$ cat src/rtl/wpf_pkg.sv
// Package for the waypoint path follower: shared widths, field layout, codes and
// the request type of the multiply-accumulate unit. No dependencies.
package wpf_pkg;

  localparam int MAX_WAYPOINTS_DEF = 64;

  // Stream payload widths (fields packed from bit 0 up, padded to whole bytes).
  localparam int IN_TDATA_W  = 144;
  localparam int IN_TUSER_W  = 2;
  localparam int OUT_TDATA_W = 176;
  localparam int OUT_USED_W  = 169;

  // Configuration port.
  localparam int CFG_INDEX_W = 1;
  localparam int CFG_DATA_W  = 16;
  localparam logic [CFG_INDEX_W-1:0] CFG_LOOP_ENABLE = 1'b0;
  localparam logic [CFG_INDEX_W-1:0] CFG_ARRIVAL_THR = 1'b1;
  localparam logic [15:0] ARRIVAL_THR_RESET = 16'd6;

  // Item kinds carried on in_tuser.
  localparam logic [1:0] MODE_ADD_WAYPOINT = 2'd0;
  localparam logic [1:0] MODE_SET_POSITION = 2'd1;
  localparam logic [1:0] MODE_ADVANCE      = 2'd2;

  // Arithmetic widths: axis differences are 33-bit signed, magnitudes 33-bit,
  // sums of squares and scaled moves stay below 2^66.
  localparam int MAG_W   = 33;
  localparam int ACC_W   = 66;
  localparam int CHUNK_W = 16;

  typedef struct packed {
    logic             go;
    logic             clr;
    logic [MAG_W-1:0] a;
    logic [MAG_W-1:0] b;
  } mac_req_t;

endpackage

$ cat src/rtl/wpf_mac.sv
// Shared multiply-accumulate unit: a 33 x 16 multiplier worked over three chunks
// of the second operand, with a registered product. Depends on wpf_pkg.
module wpf_mac (
  input  logic                    clk,
  input  logic                    rst_n,
  input  wpf_pkg::mac_req_t       req,
  output logic                    done,
  output logic [wpf_pkg::ACC_W-1:0] acc
);

  logic [wpf_pkg::MAG_W-1:0]   a_r;
  logic [wpf_pkg::MAG_W-1:0]   b_r;
  logic [1:0]                  cnt_r;
  logic                        run_r;
  logic                        pv_r;
  logic [1:0]                  sh_r;
  logic [wpf_pkg::MAG_W+wpf_pkg::CHUNK_W-1:0] prod_r;
  logic [wpf_pkg::ACC_W-1:0]   acc_r;
  logic                        done_r;
  logic [wpf_pkg::CHUNK_W-1:0] chunk;
  logic [wpf_pkg::ACC_W-1:0]   addend;

  always_comb begin
    unique case (cnt_r)
      2'd0:    chunk = b_r[15:0];
      2'd1:    chunk = b_r[31:16];
      default: chunk = {15'b0, b_r[32]};
    endcase
  end

  assign addend = {{(wpf_pkg::ACC_W-wpf_pkg::MAG_W-wpf_pkg::CHUNK_W){1'b0}}, prod_r}
                  << {sh_r, 4'b0};

  always_ff @(posedge clk) begin
    if (!rst_n) begin
      run_r  <= 1'b0;
      pv_r   <= 1'b0;
      done_r <= 1'b0;
      cnt_r  <= 2'd0;
    end else begin
      // The last chunk has been added once the top partial product is taken in.
      done_r <= pv_r && (sh_r == 2'd2);
      pv_r   <= run_r;
      if (req.go) begin
        a_r   <= req.a;
        b_r   <= req.b;
        cnt_r <= 2'd0;
        run_r <= 1'b1;
        if (req.clr) begin
          acc_r <= '0;
        end
      end else if (run_r) begin
        prod_r <= a_r * chunk;
        sh_r   <= cnt_r;
        cnt_r  <= cnt_r + 2'd1;
        if (cnt_r == 2'd2) begin
          run_r <= 1'b0;
        end
      end
      if (pv_r) begin
        acc_r <= acc_r + addend;
      end
    end
  end

  assign done = done_r;
  assign acc  = acc_r;

endmodule

$ cat config.mk
export PLATFORM = sky130hd
export DESIGN_NAME = wpf_mac
export DESIGN_NICKNAME = d
export VERILOG_FILES = /design/src/rtl/wpf_pkg.sv /design/src/rtl/wpf_mac.sv
export SDC_FILE = /design/constraint.sdc
export NUM_CORES = 2
export LEC_CHECK = 0
export ABC_AREA = 1
export BUFFER_PORTS_ARGS = -buffer_cell sky130_fd_sc_hd__buf_2
export CORE_MARGIN = 4
export CORE_UTILIZATION = 23
export CTS_BUF_LIST = sky130_fd_sc_hd__clkbuf_16
export DETAILED_ROUTE_END_ITERATION = 12
export GPL_TIMING_DRIVEN = 0
export HOLD_SLACK_MARGIN = 0.12
export PLACE_DENSITY = 0.48
export SETUP_SLACK_MARGIN = 0.2
export SLEW_MARGIN = 20
export SYNTH_ARGS = -nofsm -noshare
export SYNTH_HDL_FRONTEND = slang
export SYNTH_SLANG_ARGS = --single-unit
$ cat constraint.sdc
create_clock -name clk -period 5.8 [get_ports clk]
set_input_delay 1.16 -clock clk [delete_from_list [all_inputs] [get_ports clk]]
set_output_delay 1.16 -clock clk [all_outputs]
set_load 0.05 [all_outputs]
==> results.tsv <==
stage	metric	value	unit
timing	period_needed	6.44	ns
grt	globalRouteTotalUtil	16.7	%
placed_design	port_buffers	136	
logic_synthesis	synth_adder_area_share	37.8	%
logic_synthesis	synthTopCellsByCount	945 x nand2_1, 786 x inv_1, 511 x nor2_1, 433 x fa_1	
route	postRouteWirelength	110000	um
grt	grt_pass1_vias	26248	
layout	final_cells	5647	
layout	syn_to_final_growth	17.6	%
logic_synthesis	total_of_flip_flops_plus_latches_after_synthesis	188	
setup_path	worstPathMaxFanout	5	
setup_path	timing.critical_path.arrival	6.71	ns
timing	max_clock_freq	155	MHz
logic_synthesis	yosysTopAreaCellShare	29.7	%
logic_synthesis	async_reset_ff_share	0	%
grt	grt_start_max_net_pins	48	
route	route.detailed.drc	0	
logic_synthesis	synth_sequential_area_ratio	19.2	%
floorplan	design.portCount	137	
setup_path	worst_path_max_delay_cell	fa_1	
setup_path	critical-path-top-cell-by-count	fa_1	
clock_tree	cts-root-buf	clkbuf_16	
logic_synthesis	number_of_enable_flip_flop_cells_after_synthesis	183	
layout	drive_above_1_share	12.0	%
floorplan	width_of_the_die	364	um
logic_synthesis	post_synth_simple_gate_area	22.4	%
layout	area_of_all_sequential_standard_cells	5600	um^2
clock_tree	clkSinkCount	188	
min_path	hold_path_class	flop to flop	
layout	final.fill_count	13778	
logic_synthesis	post_synth_xor_area_fraction	1.17	%
job	timing.max_cap.violations	0	
timing	min_period_over_period	111	%
floorplan	dieHeight	364	um
logic_synthesis	synth-compound-area-share	7.20	%
setup_path	crit_required	6.07	ns
logic_synthesis	cell_area_after_synthesis	29200	um^2
grt	gr-total-overflow	0	
logic_synthesis	netlist_top_cells_area	fa_1 30%, edfxtp_1 19%, nand2_1 12%, inv_1 10%, ha_1 8.1%	
timing	setup_viol	35	
placed_design	gpl.final_weighted_congestion	0.959	
run_status	outcome	finished with violations	
clock_tree	tritoncts.num_buffers	17	
floorplan	floorplan.core_area	126000	um^2
logic_synthesis	synth.distinct_cells	51	
logic_synthesis	synth.net_count	4489	
logic_synthesis	yosys-mux-area-fraction	0.549	%
timing	finClkSkew	0.0279	ns
clock_tree	cts.clk_slew.worst_paths	0.07	ns
route	detail_route.wl_per_cell	19.5	um
setup_path	critical_path_buf_inv_count	6	
logic_synthesis	yosys_warnings	0	
logic_synthesis	yosysMostFrequentCell	nand2_1	
grt	grt_antenna_before_repair	1	
placed_design	detailed_place_hpwl	93300	um
timing	grt_setup_unrepaired	true	
clock_tree	max-clock-path-buffers	2	
floorplan	floorplan.rows	130	
grt	grt_pass1_wl	164000	um
logic_synthesis	syn_inst	3797	
timing	worstMarginPinSlew	0.992	ns
route	vias	25050	
route	drtIter0Drc	1609	
clock_tree	clock_network_latency_to_the_later_pin_of_the_worst_skew_pair	0.55	ns
route	drt_pass1_iterations	5	
route	detail-route-antenna-nets	0	
logic_synthesis	post-synth-top-area-cell	fa_1	
setup_path	critPathLaunchType	flop	
floorplan	die_area	133000	um^2
clock_tree	cts_max_level	4	
floorplan	floorplan.initialDensity	23.2	%
setup_path	slowest_stage_delay_on_critical_path	0.57	ns
logic_synthesis	synth_flop_cell	edfxtp_1	
logic_synthesis	largest_family_of_logic_cells_by_synthesized_area	adder cells	
layout	finalNetCount	4675	
setup_path	cpLargestDelayFamily	adder cells	
setup_path	setup.worst_path.class	flop to flop	
timing	finalWorstSetupSlack	-0.640	ns
setup_path	end_kind	flop	
logic_synthesis	synth.avg_cell_area	7.68	um^2
layout	area_taken_by_multi_input_logic_gates	21100	um^2
placed_design	placed_cells	5588	
timing	slew_hr	33.7	%
run_status	violations	negative setup slack	
clock_tree	cts_tree	yes	
timing	finalMaxSlewViolations	0	
timing	timing.final.hold_violations	0	
setup_path	worstPathCellList	inv_4 > ha_4 > inv_1 > o22ai_4 > buf_4 > clkinvlp_4 > nor2_1 > fa_1 > inv_1 > fa_1 > fa_1 > fa_1 > fa_1 > fa_1 > inv_1 > ha_1 > a21o_1 > a31oi_1 > o21ai_1 > a21oi_1 > nand3_1 > xor2_1	
route	route.detailed.vias_per_inst	4.44	
-- layer usage --
| layer | part of all wire, % | wire length, um | global-route usage, % | vias to the layer above |
|---|---|---|---|---|
| met5 | 0 | 0 | 0 | - |
| li1 | - | - | - | 11924 |
| met2 | 46 | 50600 | 27.9 | 751 |
| met1 | 45 | 49400 | 22.0 | 12227 |
| met4 | 3.1 | 3390 | 5.27 | 0 |
| met3 | 5.9 | 6450 | 3.11 | 148 |
-- cell families (layout without fill, tap and decap cells) --
kind of cell,count (synthesis),after routing
AO/OA/AOI/OAI,386,386
other,0,1
buffers and inverters,902,1101
multiplexers,16,16
flip-flops,188,188
AND/OR/NAND/NOR,1644,1644
adder cells (fa/ha/maj),622,622
XOR/XNOR,39,39
-- state kept, by name, indices dropped and copies added, names as in the netlist, 2 cells and up --
signal and cells:
acc 66, cnt_r 2, sh_r 2, prod_r 49
a_r 33, b_r 33
-- cell type report --
| type | instances | area share [%] |
|---|---|---|
| timing repair buffer | 167 | 2.93 |
| clock inverter | 15 | 0.500 |
| tap | 1650 | 6.02 |
| buffer | 98 | 2.37 |
| clock buffer | 17 | 1.24 |
| inverter | 804 | 8.99 |
| multi-input combinational | 2707 | 61.6 |
| sequential | 188 | 16.3 |
| antenna | 1 | 0.00730 |
-- stage by stage --
| step | util (%) | worst slack, ns | hold WS (ns) | instance area [um^2] | setup TNS [ns] |
|---|---|---|---|---|---|
| finish | 27.3 | -0.640 | 0.482 | 34300 | -17.26 |
| global route | 27.3 | -0.924 | 0.497 | 34300 | -26.70 |
| CTS | 27.1 | -0.615 | 0.489 | 34100 | -16.68 |
| detailed placement | 26.0 | -1.54 | 0.471 | 32600 | -49.88 |
| global placement | 25.9 | -1.53 | 0.467 | 32500 | -119.13 |
| floorplan | - | 0.163 | 0.454 | 29800 | 0 |
-- what timing repair did --
item                                    4_1_cts  5_1_grt
resized for setup                           161       56
setup buffers                                24        2
pin swaps                                    14        4
endpoints found under the setup margin       41       40
hold buffers                                  0        0
-- worst paths after layout --
check,from,endpoint,slack (ns),cells after the start
min,cnt_r[1],sh_r[1],0.48,0
max reg2reg,cnt_r[1],prod_r[39],-0.64,22
max,cnt_r[1],prod_r[39],-0.64,22
min reg2reg,cnt_r[1],sh_r[1],0.48,0
-- worst reg2reg max path, stage by stage (launching register included) --
cell        delay (ns)
dfxtp_2           0.34
inv_4             0.08
ha_4              0.25
inv_1             0.19
o22ai_4           0.29
buf_4             0.20
clkinvlp_4        0.21
nor2_1            0.20
fa_1              0.44
inv_1             0.10
fa_1              0.45
fa_1              0.57
fa_1              0.43
fa_1              0.46
fa_1              0.49
inv_1             0.04
ha_1              0.34
a21o_1            0.21
a31oi_1           0.24
o21ai_1           0.16
a21oi_1           0.18
nand3_1           0.16
xor2_1            0.18
-- layout by cell type, fill, tap and decap left out, types with 46 or more instances in the layout --
cell type	netlist	layout
nor2_2	16	46
ha_1	189	161
nand3_1	94	92
buf_2	7	141
nor2_1	511	472
a21oi_1	189	171
fa_1	433	424
edfxtp_1	183	183
inv_1	786	775
nand2_1	945	911
o21ai_0	123	109
Power is left out: the tool's default activity adds up to more than one toggle a clock period on the data nets, which glitch-free logic cannot reach.
